--- config.mk ---
export PLATFORM = sky130hd
export DESIGN_NAME = sync_header_frame_parser_crc32_flat
export DESIGN_NICKNAME = d
export VERILOG_FILES = /design/src/rtl/shfp_pkg.sv /design/src/rtl/shfp_if.sv /design/src/rtl/shfp_front.sv /design/src/rtl/shfp_queue.sv /design/src/rtl/shfp_back.sv /design/src/rtl/sync_header_frame_parser_crc32.sv /design/src/flat_wrapper.sv
export SDC_FILE = /design/constraint.sdc
export NUM_CORES = 1
export LEC_CHECK = 0
export ABC_CLOCK_PERIOD_IN_PS = 4800
export BUFFER_PORTS_ARGS = -buffer_cell sky130_fd_sc_hd__buf_4
export CAP_MARGIN = 20
export CORE_AREA = 5 5 192 212
export CTS_CLUSTER_SIZE = 30
export DETAILED_ROUTE_END_ITERATION = 10
export DIE_AREA = 0 0 197 217
export MAX_ROUTING_LAYER = met4
export PLACE_DENSITY = 0.38
export SYNTH_ARGS = -nofsm -noshare
export SYNTH_HDL_FRONTEND = slang
export SYNTH_HIERARCHICAL = 1
export SYNTH_SLANG_ARGS = --single-unit
--- constraint.sdc ---
create_clock -name clk -period 4.8 [get_ports clk]
set_input_delay 0.24 -clock clk [delete_from_list [all_inputs] [get_ports clk]]
set_output_delay 0.24 -clock clk [all_outputs]
set_load 0.01 [all_outputs]
--- src/rtl/shfp_pkg.sv ---
// Package for the sync-header frame parser: frame constants, the queue item type
// and the byte-wise CRC-32 update.
// Used by the front end, queue, back end, top level and checker; depends on nothing.
package shfp_pkg;

    localparam logic [7:0]  SYNC1_BYTE     = 8'hAA;
    localparam logic [7:0]  SYNC2_BYTE     = 8'h44;
    localparam logic [7:0]  SYNC3_BYTE     = 8'h18;

    localparam int          HEADER_BYTES   = 20;
    localparam int          LENGTH_OFFSET  = 12;

    localparam logic [31:0] CRC_POLY       = 32'hEDB88320;
    localparam logic [31:0] CRC_INIT       = 32'hFFFFFFFF;
    localparam logic [15:0] CRC_BYTES      = 16'd4;

    localparam logic [15:0] MAX_LEN_RESET  = 16'd4096;

    // Register map: one register per 32-bit word.
    localparam int          ADDR_W         = 3;
    localparam logic        REG_MAX_LEN    = 1'b0;

    localparam int          QUEUE_DEPTH    = 4;
    localparam int          QUEUE_AW       = $clog2(QUEUE_DEPTH);

    // One received byte with its sync-byte classification.
    typedef struct packed {
        logic [7:0] data;
        logic       is_sync1;
        logic       is_sync2;
        logic       is_sync3;
    } shfp_item_t;

    // Reflected CRC-32 over one byte, least significant bit first.
    function automatic logic [31:0] crc32_byte(input logic [31:0] crc, input logic [7:0] b);
        logic [31:0] c;
        c = crc ^ {24'd0, b};
        for (int i = 0; i < 8; i++)
        begin
            c = (c >> 1) ^ (c[0] ? CRC_POLY : 32'd0);
        end
        return c;
    endfunction

endpackage

--- src/rtl/shfp_if.sv ---
// Valid/ready stream interfaces of the frame parser: received bytes in, results out.
// Depends on nothing.
interface shfp_in_if;
    logic       valid;
    logic       ready;
    logic [7:0] in_byte;

    modport source (output valid, output in_byte, input ready);
    modport sink   (input valid, input in_byte, output ready);
endinterface

interface shfp_out_if;
    logic       valid;
    logic       ready;
    logic [7:0] out_byte;
    logic       in_frame;
    logic       frame_end;
    logic       crc_good;
    logic       oversize_drop;

    modport source (output valid, output out_byte, output in_frame, output frame_end,
                    output crc_good, output oversize_drop, input ready);
    modport sink   (input valid, input out_byte, input in_frame, input frame_end,
                    input crc_good, input oversize_drop, output ready);
endinterface

--- src/rtl/shfp_front.sv ---
// Front end of the frame parser: takes bytes from the input stream, registers them and
// marks the sync bytes before they enter the queue.
// Depends on shfp_pkg and shfp_in_if.
module shfp_front (
    input  logic                clk,
    input  logic                rst_n,
    shfp_in_if.sink             rx,
    input  logic                queue_full,
    output logic                push,
    output shfp_pkg::shfp_item_t push_item
);

    logic                 valid_reg;
    logic                 valid_next;
    shfp_pkg::shfp_item_t item_reg;
    shfp_pkg::shfp_item_t item_next;
    logic                 take;

    assign push     = valid_reg && !queue_full;
    assign rx.ready = !valid_reg || !queue_full;
    assign take     = rx.valid && rx.ready;

    always_comb
    begin
        item_next          = item_reg;
        item_next.data     = rx.in_byte;
        item_next.is_sync1 = (rx.in_byte == shfp_pkg::SYNC1_BYTE);
        item_next.is_sync2 = (rx.in_byte == shfp_pkg::SYNC2_BYTE);
        item_next.is_sync3 = (rx.in_byte == shfp_pkg::SYNC3_BYTE);
        valid_next         = take || (valid_reg && !push);
    end

    always_ff @(posedge clk or negedge rst_n)
    begin
        if (!rst_n)
        begin
            valid_reg <= 1'b0;
        end
        else
        begin
            valid_reg <= valid_next;
        end
    end

    always_ff @(posedge clk)
    begin
        if (take)
        begin
            item_reg <= item_next;
        end
    end

    assign push_item = item_reg;

endmodule

--- src/rtl/shfp_queue.sv ---
// Short first-in first-out queue between the front end and the parser.
// Depends on shfp_pkg for the item type and the depth.
module shfp_queue (
    input  logic                 clk,
    input  logic                 rst_n,
    input  logic                 push,
    input  shfp_pkg::shfp_item_t push_item,
    output logic                 full,
    input  logic                 pop,
    output logic                 not_empty,
    output shfp_pkg::shfp_item_t head_item
);

    shfp_pkg::shfp_item_t             mem [shfp_pkg::QUEUE_DEPTH];
    logic [shfp_pkg::QUEUE_AW-1:0]    wr_ptr_reg;
    logic [shfp_pkg::QUEUE_AW-1:0]    wr_ptr_next;
    logic [shfp_pkg::QUEUE_AW-1:0]    rd_ptr_reg;
    logic [shfp_pkg::QUEUE_AW-1:0]    rd_ptr_next;
    logic [shfp_pkg::QUEUE_AW:0]      count_reg;
    logic [shfp_pkg::QUEUE_AW:0]      count_next;
    logic                             do_push;
    logic                             do_pop;

    assign full      = (count_reg == (shfp_pkg::QUEUE_AW+1)'(shfp_pkg::QUEUE_DEPTH));
    assign not_empty = (count_reg != '0);
    assign do_push   = push && !full;
    assign do_pop    = pop && not_empty;
    assign head_item = mem[rd_ptr_reg];

    always_comb
    begin
        wr_ptr_next = do_push ? wr_ptr_reg + 1'b1 : wr_ptr_reg;
        rd_ptr_next = do_pop ? rd_ptr_reg + 1'b1 : rd_ptr_reg;
        count_next  = count_reg;
        if (do_push && !do_pop)
        begin
            count_next = count_reg + 1'b1;
        end
        else if (do_pop && !do_push)
        begin
            count_next = count_reg - 1'b1;
        end
    end

    always_ff @(posedge clk or negedge rst_n)
    begin
        if (!rst_n)
        begin
            wr_ptr_reg <= '0;
            rd_ptr_reg <= '0;
            count_reg  <= '0;
        end
        else
        begin
            wr_ptr_reg <= wr_ptr_next;
            rd_ptr_reg <= rd_ptr_next;
            count_reg  <= count_next;
        end
    end

    always_ff @(posedge clk)
    begin
        if (do_push)
        begin
            mem[wr_ptr_reg] <= push_item;
        end
    end

endmodule

--- src/rtl/shfp_back.sv ---
// Back end of the frame parser: the framing state machine, the CRC-32 register and the
// result output register.
// Depends on shfp_pkg and shfp_out_if.
module shfp_back (
    input  logic                 clk,
    input  logic                 rst_n,
    input  logic                 q_valid,
    input  shfp_pkg::shfp_item_t q_item,
    output logic                 pop,
    input  logic [15:0]          max_len,
    shfp_out_if.source           tx
);

    typedef enum logic [2:0] {
        PH_HUNT,
        PH_SYNC2,
        PH_SYNC3,
        PH_HEADER,
        PH_DATA,
        PH_CRC
    } phase_t;

    localparam logic [31:0] CRC_AFTER_SYNC1 =
        shfp_pkg::crc32_byte(shfp_pkg::CRC_INIT, shfp_pkg::SYNC1_BYTE);

    phase_t      phase_reg,        phase_next;
    logic [4:0]  header_count_reg, header_count_next;
    logic [7:0]  length_low_reg,   length_low_next;
    logic [15:0] bytes_left_reg,   bytes_left_next;
    logic [31:0] crc_reg,          crc_next;

    logic        out_valid_reg,    out_valid_next;
    logic [7:0]  out_byte_reg,     out_byte_next;
    logic        in_frame_reg,     in_frame_next;
    logic        frame_end_reg,    frame_end_next;
    logic        crc_good_reg,     crc_good_next;
    logic        drop_reg,         drop_next;

    logic [31:0] crc_upd;
    logic [15:0] left_dec;
    logic [7:0]  b;

    assign pop = q_valid && (!out_valid_reg || tx.ready);
    assign b   = q_item.data;

    always_comb
    begin
        phase_next        = phase_reg;
        header_count_next = header_count_reg;
        length_low_next   = length_low_reg;
        bytes_left_next   = bytes_left_reg;
        crc_next          = crc_reg;
        out_valid_next    = out_valid_reg && !tx.ready;
        out_byte_next     = out_byte_reg;
        in_frame_next     = in_frame_reg;
        frame_end_next    = frame_end_reg;
        crc_good_next     = crc_good_reg;
        drop_next         = drop_reg;
        crc_upd           = shfp_pkg::crc32_byte(crc_reg, b);
        left_dec          = bytes_left_reg - 16'd1;

        if (pop)
        begin
            out_valid_next = 1'b1;
            out_byte_next  = b;
            in_frame_next  = 1'b1;
            frame_end_next = 1'b0;
            crc_good_next  = 1'b0;
            drop_next      = 1'b0;

            // A byte that breaks the sync sequence may itself open a new frame.
            if ((phase_reg == PH_SYNC2 && q_item.is_sync2) ||
                (phase_reg == PH_SYNC3 && q_item.is_sync3))
            begin
                crc_next          = crc_upd;
                header_count_next = header_count_reg + 5'd1;
                phase_next        = (phase_reg == PH_SYNC2) ? PH_SYNC3 : PH_HEADER;
            end
            else
            begin
                case (phase_reg)
                    PH_HEADER:
                    begin
                        crc_next = crc_upd;
                        if (header_count_reg == 5'(shfp_pkg::LENGTH_OFFSET))
                        begin
                            length_low_next = b;
                        end
                        else if (header_count_reg == 5'(shfp_pkg::LENGTH_OFFSET + 1))
                        begin
                            bytes_left_next = {b, length_low_reg};
                        end
                        header_count_next = header_count_reg + 5'd1;
                        if (header_count_next >= 5'(shfp_pkg::HEADER_BYTES))
                        begin
                            if (bytes_left_next > max_len)
                            begin
                                drop_next  = 1'b1;
                                phase_next = PH_HUNT;
                            end
                            else if (bytes_left_next == 16'd0)
                            begin
                                crc_next        = ~crc_upd;
                                bytes_left_next = shfp_pkg::CRC_BYTES;
                                phase_next      = PH_CRC;
                            end
                            else
                            begin
                                phase_next = PH_DATA;
                            end
                        end
                    end
                    PH_DATA:
                    begin
                        crc_next        = crc_upd;
                        bytes_left_next = left_dec;
                        if (left_dec == 16'd0)
                        begin
                            crc_next        = ~crc_upd;
                            bytes_left_next = shfp_pkg::CRC_BYTES;
                            phase_next      = PH_CRC;
                        end
                    end
                    PH_CRC:
                    begin
                        crc_next        = crc_upd;
                        bytes_left_next = left_dec;
                        if (left_dec == 16'd0)
                        begin
                            frame_end_next = 1'b1;
                            crc_good_next  = (crc_upd == 32'd0);
                            phase_next     = PH_HUNT;
                        end
                    end
                    default:
                    begin
                        // Hunting, or a sync byte that did not match.
                        if (q_item.is_sync1)
                        begin
                            crc_next          = CRC_AFTER_SYNC1;
                            header_count_next = 5'd1;
                            length_low_next   = 8'd0;
                            bytes_left_next   = 16'd0;
                            phase_next        = PH_SYNC2;
                        end
                        else
                        begin
                            in_frame_next = 1'b0;
                            phase_next    = PH_HUNT;
                        end
                    end
                endcase
            end
        end
    end

    always_ff @(posedge clk or negedge rst_n)
    begin
        if (!rst_n)
        begin
            phase_reg        <= PH_HUNT;
            header_count_reg <= 5'd0;
            length_low_reg   <= 8'd0;
            bytes_left_reg   <= 16'd0;
            crc_reg          <= shfp_pkg::CRC_INIT;
            out_valid_reg    <= 1'b0;
            out_byte_reg     <= 8'd0;
            in_frame_reg     <= 1'b0;
            frame_end_reg    <= 1'b0;
            crc_good_reg     <= 1'b0;
            drop_reg         <= 1'b0;
        end
        else
        begin
            phase_reg        <= phase_next;
            header_count_reg <= header_count_next;
            length_low_reg   <= length_low_next;
            bytes_left_reg   <= bytes_left_next;
            crc_reg          <= crc_next;
            out_valid_reg    <= out_valid_next;
            out_byte_reg     <= out_byte_next;
            in_frame_reg     <= in_frame_next;
            frame_end_reg    <= frame_end_next;
            crc_good_reg     <= crc_good_next;
            drop_reg         <= drop_next;
        end
    end

    assign tx.valid         = out_valid_reg;
    assign tx.out_byte      = out_byte_reg;
    assign tx.in_frame      = in_frame_reg;
    assign tx.frame_end     = frame_end_reg;
    assign tx.crc_good      = crc_good_reg;
    assign tx.oversize_drop = drop_reg;

endmodule

--- src/rtl/sync_header_frame_parser_crc32.sv ---
// Sync-header frame parser with CRC-32 check.
//
// Bytes arrive on the rx stream, one per transfer, and every byte yields exactly one
// result transfer on the tx stream: the byte itself, whether it belongs to a frame,
// a frame-end mark with the CRC verdict, and an oversize-drop mark on the last header
// byte of a frame whose length field exceeds the max_len limit.
// The limit is written over the APB port at byte addresses 0 to 3, which also read it
// back; other addresses read zero and pready is always high. Write it only while no bytes are in flight.
//
// Throughput is one byte per clock cycle while tx is not stalled, set by the byte-wide
// CRC update and the framing state machine in the back end. Each input byte crosses
// the front register, the queue and the output register before its result is offered.
// A four-entry queue separates the front end from the parser, so a stalled receiver on
// tx fills the output register, the queue and then the front register before rx drops
// ready; nothing is lost. Reset empties the queue, returns the parser to hunting for the
// first sync byte, sets the CRC register to all ones and the limit to 4096.
// Depends on shfp_pkg, shfp_if, shfp_front, shfp_queue and shfp_back.
module sync_header_frame_parser_crc32 (
    input  logic                        clk,
    input  logic                        rst_n,
    input  logic                        psel,
    input  logic                        penable,
    input  logic                        pwrite,
    input  logic [shfp_pkg::ADDR_W-1:0] paddr,
    input  logic [31:0]                 pwdata,
    output logic [31:0]                 prdata,
    output logic                        pready,
    shfp_in_if.sink                     rx,
    shfp_out_if.source                  tx
);

    logic [15:0]          max_len_reg;
    logic [15:0]          max_len_next;
    logic                 sel_max_len;
    logic                 push;
    logic                 pop;
    logic                 q_full;
    logic                 q_valid;
    shfp_pkg::shfp_item_t push_item;
    shfp_pkg::shfp_item_t head_item;

    assign pready      = 1'b1;
    assign sel_max_len = (paddr[shfp_pkg::ADDR_W-1] == shfp_pkg::REG_MAX_LEN);
    assign prdata      = sel_max_len ? {16'd0, max_len_reg} : 32'd0;

    always_comb
    begin
        max_len_next = max_len_reg;
        if (psel && penable && pwrite && pready && sel_max_len)
        begin
            max_len_next = pwdata[15:0];
        end
    end

    always_ff @(posedge clk or negedge rst_n)
    begin
        if (!rst_n)
        begin
            max_len_reg <= shfp_pkg::MAX_LEN_RESET;
        end
        else
        begin
            max_len_reg <= max_len_next;
        end
    end

    shfp_front u_front (
        .clk        (clk),
        .rst_n      (rst_n),
        .rx         (rx),
        .queue_full (q_full),
        .push       (push),
        .push_item  (push_item)
    );

    shfp_queue u_queue (
        .clk       (clk),
        .rst_n     (rst_n),
        .push      (push),
        .push_item (push_item),
        .full      (q_full),
        .pop       (pop),
        .not_empty (q_valid),
        .head_item (head_item)
    );

    shfp_back u_back (
        .clk     (clk),
        .rst_n   (rst_n),
        .q_valid (q_valid),
        .q_item  (head_item),
        .pop     (pop),
        .max_len (max_len_reg),
        .tx      (tx)
    );

endmodule

--- src/flat_wrapper.sv ---
// flat-port wrapper written by rule: the top's interface ports become plain ports
module sync_header_frame_parser_crc32_flat 
  (clk, rst_n, psel, penable, pwrite, paddr, pwdata, prdata, pready, rx_valid, rx_in_byte, rx_ready, tx_valid, tx_out_byte, tx_in_frame, tx_frame_end, tx_crc_good, tx_oversize_drop, tx_ready);
  shfp_in_if rx_i ();
  shfp_out_if tx_i ();
  input  logic clk;
  input  logic rst_n;
  input  logic psel;
  input  logic penable;
  input  logic pwrite;
  input  logic [shfp_pkg::ADDR_W-1:0] paddr;
  input  logic [31:0] pwdata;
  output logic [31:0] prdata;
  output logic pready;
  input wire logic [$bits(rx_i.valid)-1:0] rx_valid;
  input wire logic [$bits(rx_i.in_byte)-1:0] rx_in_byte;
  output wire logic [$bits(rx_i.ready)-1:0] rx_ready;
  output wire logic [$bits(tx_i.valid)-1:0] tx_valid;
  output wire logic [$bits(tx_i.out_byte)-1:0] tx_out_byte;
  output wire logic [$bits(tx_i.in_frame)-1:0] tx_in_frame;
  output wire logic [$bits(tx_i.frame_end)-1:0] tx_frame_end;
  output wire logic [$bits(tx_i.crc_good)-1:0] tx_crc_good;
  output wire logic [$bits(tx_i.oversize_drop)-1:0] tx_oversize_drop;
  input wire logic [$bits(tx_i.ready)-1:0] tx_ready;
  assign rx_i.valid = rx_valid;
  assign rx_i.in_byte = rx_in_byte;
  assign rx_ready = rx_i.ready;
  assign tx_valid = tx_i.valid;
  assign tx_out_byte = tx_i.out_byte;
  assign tx_in_frame = tx_i.in_frame;
  assign tx_frame_end = tx_i.frame_end;
  assign tx_crc_good = tx_i.crc_good;
  assign tx_oversize_drop = tx_i.oversize_drop;
  assign tx_i.ready = tx_ready;
  sync_header_frame_parser_crc32 u_core (.clk(clk), .rst_n(rst_n), .psel(psel), .penable(penable), .pwrite(pwrite), .paddr(paddr), .pwdata(pwdata), .prdata(prdata), .pready(pready), .rx(rx_i), .tx(tx_i));
endmodule
# [Word level (Yosys, flattened, before mapping)]
# Memory sizes are Yosys's and may differ from the RTL's.
# Index checks and enable logic that the tools add are counted.
[classes] addsub=6 order_cmp=2 n_eq_ne=16 mux=60 bitwise=13 n_reduce_logical=41
[ops] op="$mux 32" n=14
[ops] op="$xor 31x32->32" n=8
[ops] op="$mux 16" n=11
[ops] op="$pmux 32 s3" n=1
[ops] op="$pmux 16 s3" n=1
[ops] op="$logic_not 16->1" n=2
[ops] op="$logic_not 32->1" n=1
[ops] op="$not 32->32" n=1
[ops] op="$xor 32x8->32" n=1
[ops] op="$mux 3" n=7
[ops] op="$mux 1" n=19
[ops] op="$gt 16x16->1" n=1
[ops] op="$mux 8" n=2
[ops] op="$pmux 8 s2" n=1
[ops] op="$sub 16x1->16 const B" n=1
[ops] op="$logic_and 1x1->1" n=14
[ops] op="$eq 5x4->1 const B" n=2
[ops] op="$mux 5" n=2
[ops] op="$pmux 5 s2" n=1
[ops] op="$eq 3x3->1 const B" n=3
[ops] op="$ne 3x3->1 const B" n=3
[ops] op="$pmux 3 s3" n=1
[ops] op="$eq 8x5->1 const B" n=1
[ops] op="$eq 8x7->1 const B" n=1
[ops] op="23 further kinds" n=39
[totals] ff_bits=112 mem_bits_rw=44 input_bits=50 output_inout_bits=47 elab_cells=159 mem_count=1
[mem_list] name="u_core.u_queue.mem" depth=4 width=11 read_ports=1 rd_clocked_by_memory_dff=0 write_ports=1 line="shfp_queue.sv:14" source="shfp_pkg::shfp_item_t mem [shfp_pkg::QUEUE_DEPTH];"

# [Depth between registers and ports, before layout]
# An unclocked memory read counts as a cell.
[depth] word_depth=24 mapped_depth=15 mapped_depth_nobuf=13

# [By module]
# The synthesis kept the hierarchy.
[modules_own_cells] mod="shfp_back" instances=1 cells_per_inst=691 area_per_inst_um2=6023.3 seq_area_each_um2=1966.9
[modules_own_cells] mod="shfp_queue" instances=1 cells_per_inst=92 area_per_inst_um2=2055.7 seq_area_each_um2=1496.4
[modules_own_cells] mod="sync_header_frame_parser_crc32" instances=1 cells_per_inst=70 area_per_inst_um2=900.9 seq_area_each_um2=401.6
[modules_own_cells] mod="shfp_front" instances=1 cells_per_inst=24 area_per_inst_um2=440.4 seq_area_each_um2=355.3

# [Worst setup path before layout]
# OpenSTA, ideal clock, no wires.
[synth_path] path_kind="register -> register" startpoint="register u_core.u_back.header_count_reg[0]" endpoint="register u_core.u_back.crc_reg[15]" setup_time_ns=0.080 t_arrival_ns=4.178 required_time_ns=4.720 slack_ns=0.543 stages_incl_launch_ff=15 path_buffers=2 synth_period_minus_slack_ns=4.257 path_cell_list="dfrtp_1 inv_1 ha_1 nor4b_4 clkbuf_1 mux2_2 ha_1 a41o_1 a21oi_1 nor3_1 o31ai_1 a21oi_2 buf_2 or4_1 a32o_1"
[synth_between] elab_chain_cells=12 elab_cells_between_ends=16 cone_classes="add/sub (1); order compare (2); eq/ne (2); mux (10); reduce/logical (1)"
[synth_rtl] element="from (decl)" line="shfp_back.sv:27" source="logic [4:0] header_count_reg, header_count_next;"
[synth_rtl] element="from (signal assigned)" line="shfp_back.sv:176" source="header_count_reg <= header_count_next;"
[synth_rtl] element="branches (longest 9 deep; another with $gt 16x16->1)"
[synth_rtl] element="$mux 32 (*)" line="shfp_back.sv:94" source="if (header_count_next >= 5'(shfp_pkg::HEADER_BYTES))"
[synth_rtl] element="$pmux 32 s3 (*)" line="shfp_back.sv:81" source="case (phase_reg)"
[synth_rtl] element="$mux 32 (*)" line="shfp_back.sv:72" source="if ((phase_reg == PH_SYNC2 && q_item.is_sync2) ||"
[synth_rtl] element="to (signal assigned)" line="shfp_back.sv:165" source="crc_reg <= shfp_pkg::CRC_INIT;"
[synth_rtl] element="to (signal assigned)" line="shfp_back.sv:179" source="crc_reg <= crc_next;"
[synth_rtl] element="to (decl)" line="shfp_back.sv:30" source="logic [31:0] crc_reg, crc_next;"
# Every way passes the cells marked *. The select of a mux whose other input is x is not followed.
# A chain may end at the register's enable or synchronous reset.

# [Worst setup path in the final report]
[layout_path] startpoint="register u_core.u_back.header_count_reg[0]" endpoint="register u_core.u_back.crc_reg[5]"
# Same word-level chain as after synthesis.

==> insert_results.sql <==
INSERT INTO impl_metrics (metric_group, metric, value, unit) VALUES
('outcome', 'result_of_the_run', 'completed', ''),
('drt', 'route.vias.total', '6983', ''),
('cells_and_area', 'num-nets-final', '1034', ''),
('drt', 'drt_pass1_iterations', '4', ''),
('worst_setup_path', 'critical_path_required', '5.16', 'ns'),
('worst_setup_path', 'worst_setup_path_end_kind', 'flip-flop', ''),
('worst_hold_path', 'worstHoldPathType', 'input port to flip-flop', ''),
('drt', 'first_iter_violations', '397', ''),
('synthesis', 'yosys_warnings', '6', ''),
('sta', 'maxSlewViolCount', '0', ''),
('clock_network', 'clkSlewWorstSetupHoldPaths', '0.07', 'ns'),
('sta', 'maxClockFrequency', '238', 'MHz'),
('die', 'placeableCoreArea', '0.0381', 'mm²'),
('die', 'ioPinCount', '97', ''),
('synthesis', 'synth_area_per_inst', '10.7', 'µm²'),
('worst_setup_path', 'kind_of_launch_point_of_the_worst_setup_path', 'flip-flop', ''),
('sta', 'timing.final.setup_violations', '0', ''),
('die', 'width_of_the_die', '197', 'µm'),
('drt', 'drtAntennaViolNets', '0', ''),
('cells_and_area', 'largest_reg_flops', '44', ''),
('drt', 'post-route-drc-count', '0', ''),
('drt', 'average_wire_per_cell_in_the_routed_design', '19.2', 'µm'),
('sta', 'finalSetupTns', '0', 'ns'),
('sta', 'clock_skew', '0.0153', 'ns'),
('global_routing', 'grt_overflow_total', '0', ''),
('drt', 'vias_per_cell', '4.75', ''),
('sta', 'finalHoldWorstSlack', '0.0344', 'ns'),
('global_routing', 'grt_first_pass_wirelength', '44300', 'µm'),
('synthesis', 'seq_area_frac_synth', '44.8', '%'),
('die', 'die-area', '0.0427', 'mm²'),
('drt', 'route.final.wire_length', '28200', 'µm'),
('worst_setup_path', 'crit_arrival', '4.57', 'ns'),
('die', 'num_rows', '75', ''),
('placed_design', 'port_buffers', '61', ''),
('synthesis', 'synth.largest_area_cell', 'dfrtp_1', ''),
('synthesis', 'post_synth_edffs', '55', ''),
('synthesis', 'synth.top_cells.by_area', 'dfrtp_1 (18%), edfxtp_1 (18%), dfstp_2 (9.2%)', ''),
('sta', 'worst_margin_pin_slew', '0.954', 'ns'),
('synthesis', 'postSynth.asyncResetShare', '64.7', '%'),
('clock_network', 'clock_path_buffers', '2', ''),
('sta', 'min_period_over_period', '87.7', '%'),
('synthesis', 'synth_area', '0.00942', 'mm²'),
('run', 'cap_viol_max_count', '0', ''),
('worst_setup_path', 'timing.setup.critical_path_class', 'flip-flop to flip-flop', ''),
('sta', 'max-slew-margin-rel', '36.4', '%'),
('placed_design', 'placed_cells', '1426', ''),
('synthesis', 'syn-instance-count', '877', ''),
('cells_and_area', 'post_layout_nonfiller_instances', '1469', ''),
('synthesis', 'synthDistinctLibCells', '93', ''),
('sta', 'layout_min_cycle_time', '4.21', 'ns'),
('clock_network', 'clock_tree.root_cell', 'clkbuf_16', ''),
('global_routing', 'antenna_found_initial', '0', ''),
('cells_and_area', 'num_antenna_cells', '0', ''),
('clock_network', 'numCtsBuffers', '17', ''),
('clock_network', 'clk-insertion-delay-late', '0.44', 'ns'),
('sta', 'grt_setup_unrepaired', 'no', ''),
('placed_design', 'globalplace.congestion', '0.809', ''),
('clock_network', 'cts_num_sinks', '156', ''),
('global_routing', 'global_route_total_usage_across_every_layer', '13.7', '%'),
('die', 'start_util', '24.7', '%'),
('global_routing', 'grt_pass1_vias', '7366', ''),
('clock_network', 'h-tree-depth', '4', ''),
('placed_design', 'place_hpwl', '19800', 'µm'),
('synthesis', 'synth_largest_type_area_fraction', '18.1', '%'),
('global_routing', 'grt_max_degree', '62', ''),
('cells_and_area', 'area_delta_synth_final', '18.8', '%'),
('clock_network', 'tritoncts', 'done', ''),
('synthesis', 'synth_top_flop_cell', 'dfrtp_1', ''),
('worst_setup_path', 'timing.critical_path.fanout_max', '23', ''),
('die', 'fp.dieH', '217', 'µm'),
('sta', 'hold_violations', '0', ''),
('synthesis', 'synth_seq_cells', '156', ''),
('cells_and_area', 'drive_above_1_share', '23.1', '%');
-- cell families after synthesis --
group | count (synthesis) | synth area share (%)
XOR/XNOR | 84 | 9.54
buffers and inverters | 100 | 5.07
AND/OR/NAND/NOR | 307 | 18.2
other | 2 | 0.0797
flip-flops | 156 | 44.8
AO/OA/AOI/OAI | 162 | 11.9
adder cells (fa/ha/maj) | 28 | 3.80
multiplexers | 38 | 6.60
-- cell usage after synthesis, drive strengths merged (26+ instances only) --
| library cell | count |
|---|---|
| nand3 | 32 |
| xnor2 | 55 |
| clkbuf | 29 |
| dfstp | 33 |
| nand2 | 91 |
| ha | 27 |
| mux2 | 26 |
| dfrtp | 68 |
| o21ai | 33 |
| inv | 42 |
| a21oi | 32 |
| buf | 28 |
| edfxtp | 55 |
| nor2 | 44 |
-- worst max-delay path, cell delays in order, from the launching register on --
cell     delay [ns]
dfrtp_1        0.44
inv_1          0.08
ha_1           0.24
nor4b_4        0.29
buf_4          0.29
mux2_2         0.40
ha_1           0.33
a41o_1         0.24
a21oi_1        0.28
nor3_1         0.08
o31ai_1        0.23
buf_4          0.21
a21oi_2        0.09
buf_12         0.17
or4_1          0.46
a32o_1         0.26
-- metrics by stage --
stage	utilization [%]	worst slack [ns]	cell area, µm²
2_1_floorplan	-	0.543	9480
3_3_place_gp	27.6	0.569	10500
3_5_place_dp	27.6	0.543	10500
4_1_cts	29.4	0.530	11200
5_1_grt	29.4	0.301	11200
6_report	29.4	0.590	11200
-- area by class of cell --
| type | instances | area, µm² |
|---|---|---|
| multi-input combinational | 636 | 4790 |
| sequential | 156 | 4220 |
| tap | 500 | 626 |
| timing repair buffer | 102 | 806 |
| inverter | 43 | 161 |
| fill | 4003 | 26900 |
| clock inverter | 14 | 144 |
| clock buffer | 18 | 439 |
-- per-layer routing --
layer | track usage, % | vias to the layer above | routed length (µm)
li1 | - | 3343 | -
met1 | 17.4 | 3533 | 13000
met2 | 23.1 | 97 | 14400
met3 | 2.18 | 10 | 615
met4 | 3.01 | 0 | 205
met5 | - | - | 0
-- layout by cell type, fill, tap and decap left out, types with 6 or more instances in the layout --
master          n
nand2_1        91
buf_4          90
dfrtp_1        68
edfxtp_1       55
xnor2_1        47
nor2_1         44
inv_1          42
dfstp_2        33
nand3_1        32
o21ai_0        28
a21oi_1        28
ha_1           27
or4_1          24
a31oi_1        23
xor2_1         22
clkbuf_16      17
conb_1         17
nor3_1         16
mux2_2         15
o211ai_1       15
nor2b_1        13
nand4_1        13
dlygate4sd3_1  11
mux2_4         11
nand2b_1       10
o31ai_1         9
and3_1          8
a32o_1          8
mux4_1          8
xnor2_2         7
and2b_1         6
nor4_1          6
-- path summary, 6_finish.rpt --
kind                                              startpoint                               to  slack (ns)  cells after the start
min in group asynchronous                              rst_n  u_core/u_back/length_low_reg[5]        0.48                      2
max in group asynchronous                              rst_n        u_core/u_back/tx.crc_good        3.19                      3
setup reg to reg           u_core/u_back/header_count_reg[0]         u_core/u_back/crc_reg[5]        0.59                     15
setup / recovery           u_core/u_back/header_count_reg[0]         u_core/u_back/crc_reg[5]        0.59                     15
hold / removal                                     pwdata[5]            u_core/max_len_reg[5]        0.03                      2
hold reg to reg                   u_core/u_back/tx.frame_end       u_core/u_back/tx.frame_end        0.48                      2
-- timing repair --
| item | in CTS | in global routing |
|---|---|---|
| hold buffers | 11 | 0 |
| setup buffers | 0 | 0 |
| gates resized for setup | 0 | 0 |
| endpoints found under the hold margin | 45 | 0 |
Power is not shown: default switching activity piles up to over one toggle a cycle in this logic, so the estimate is an artifact.
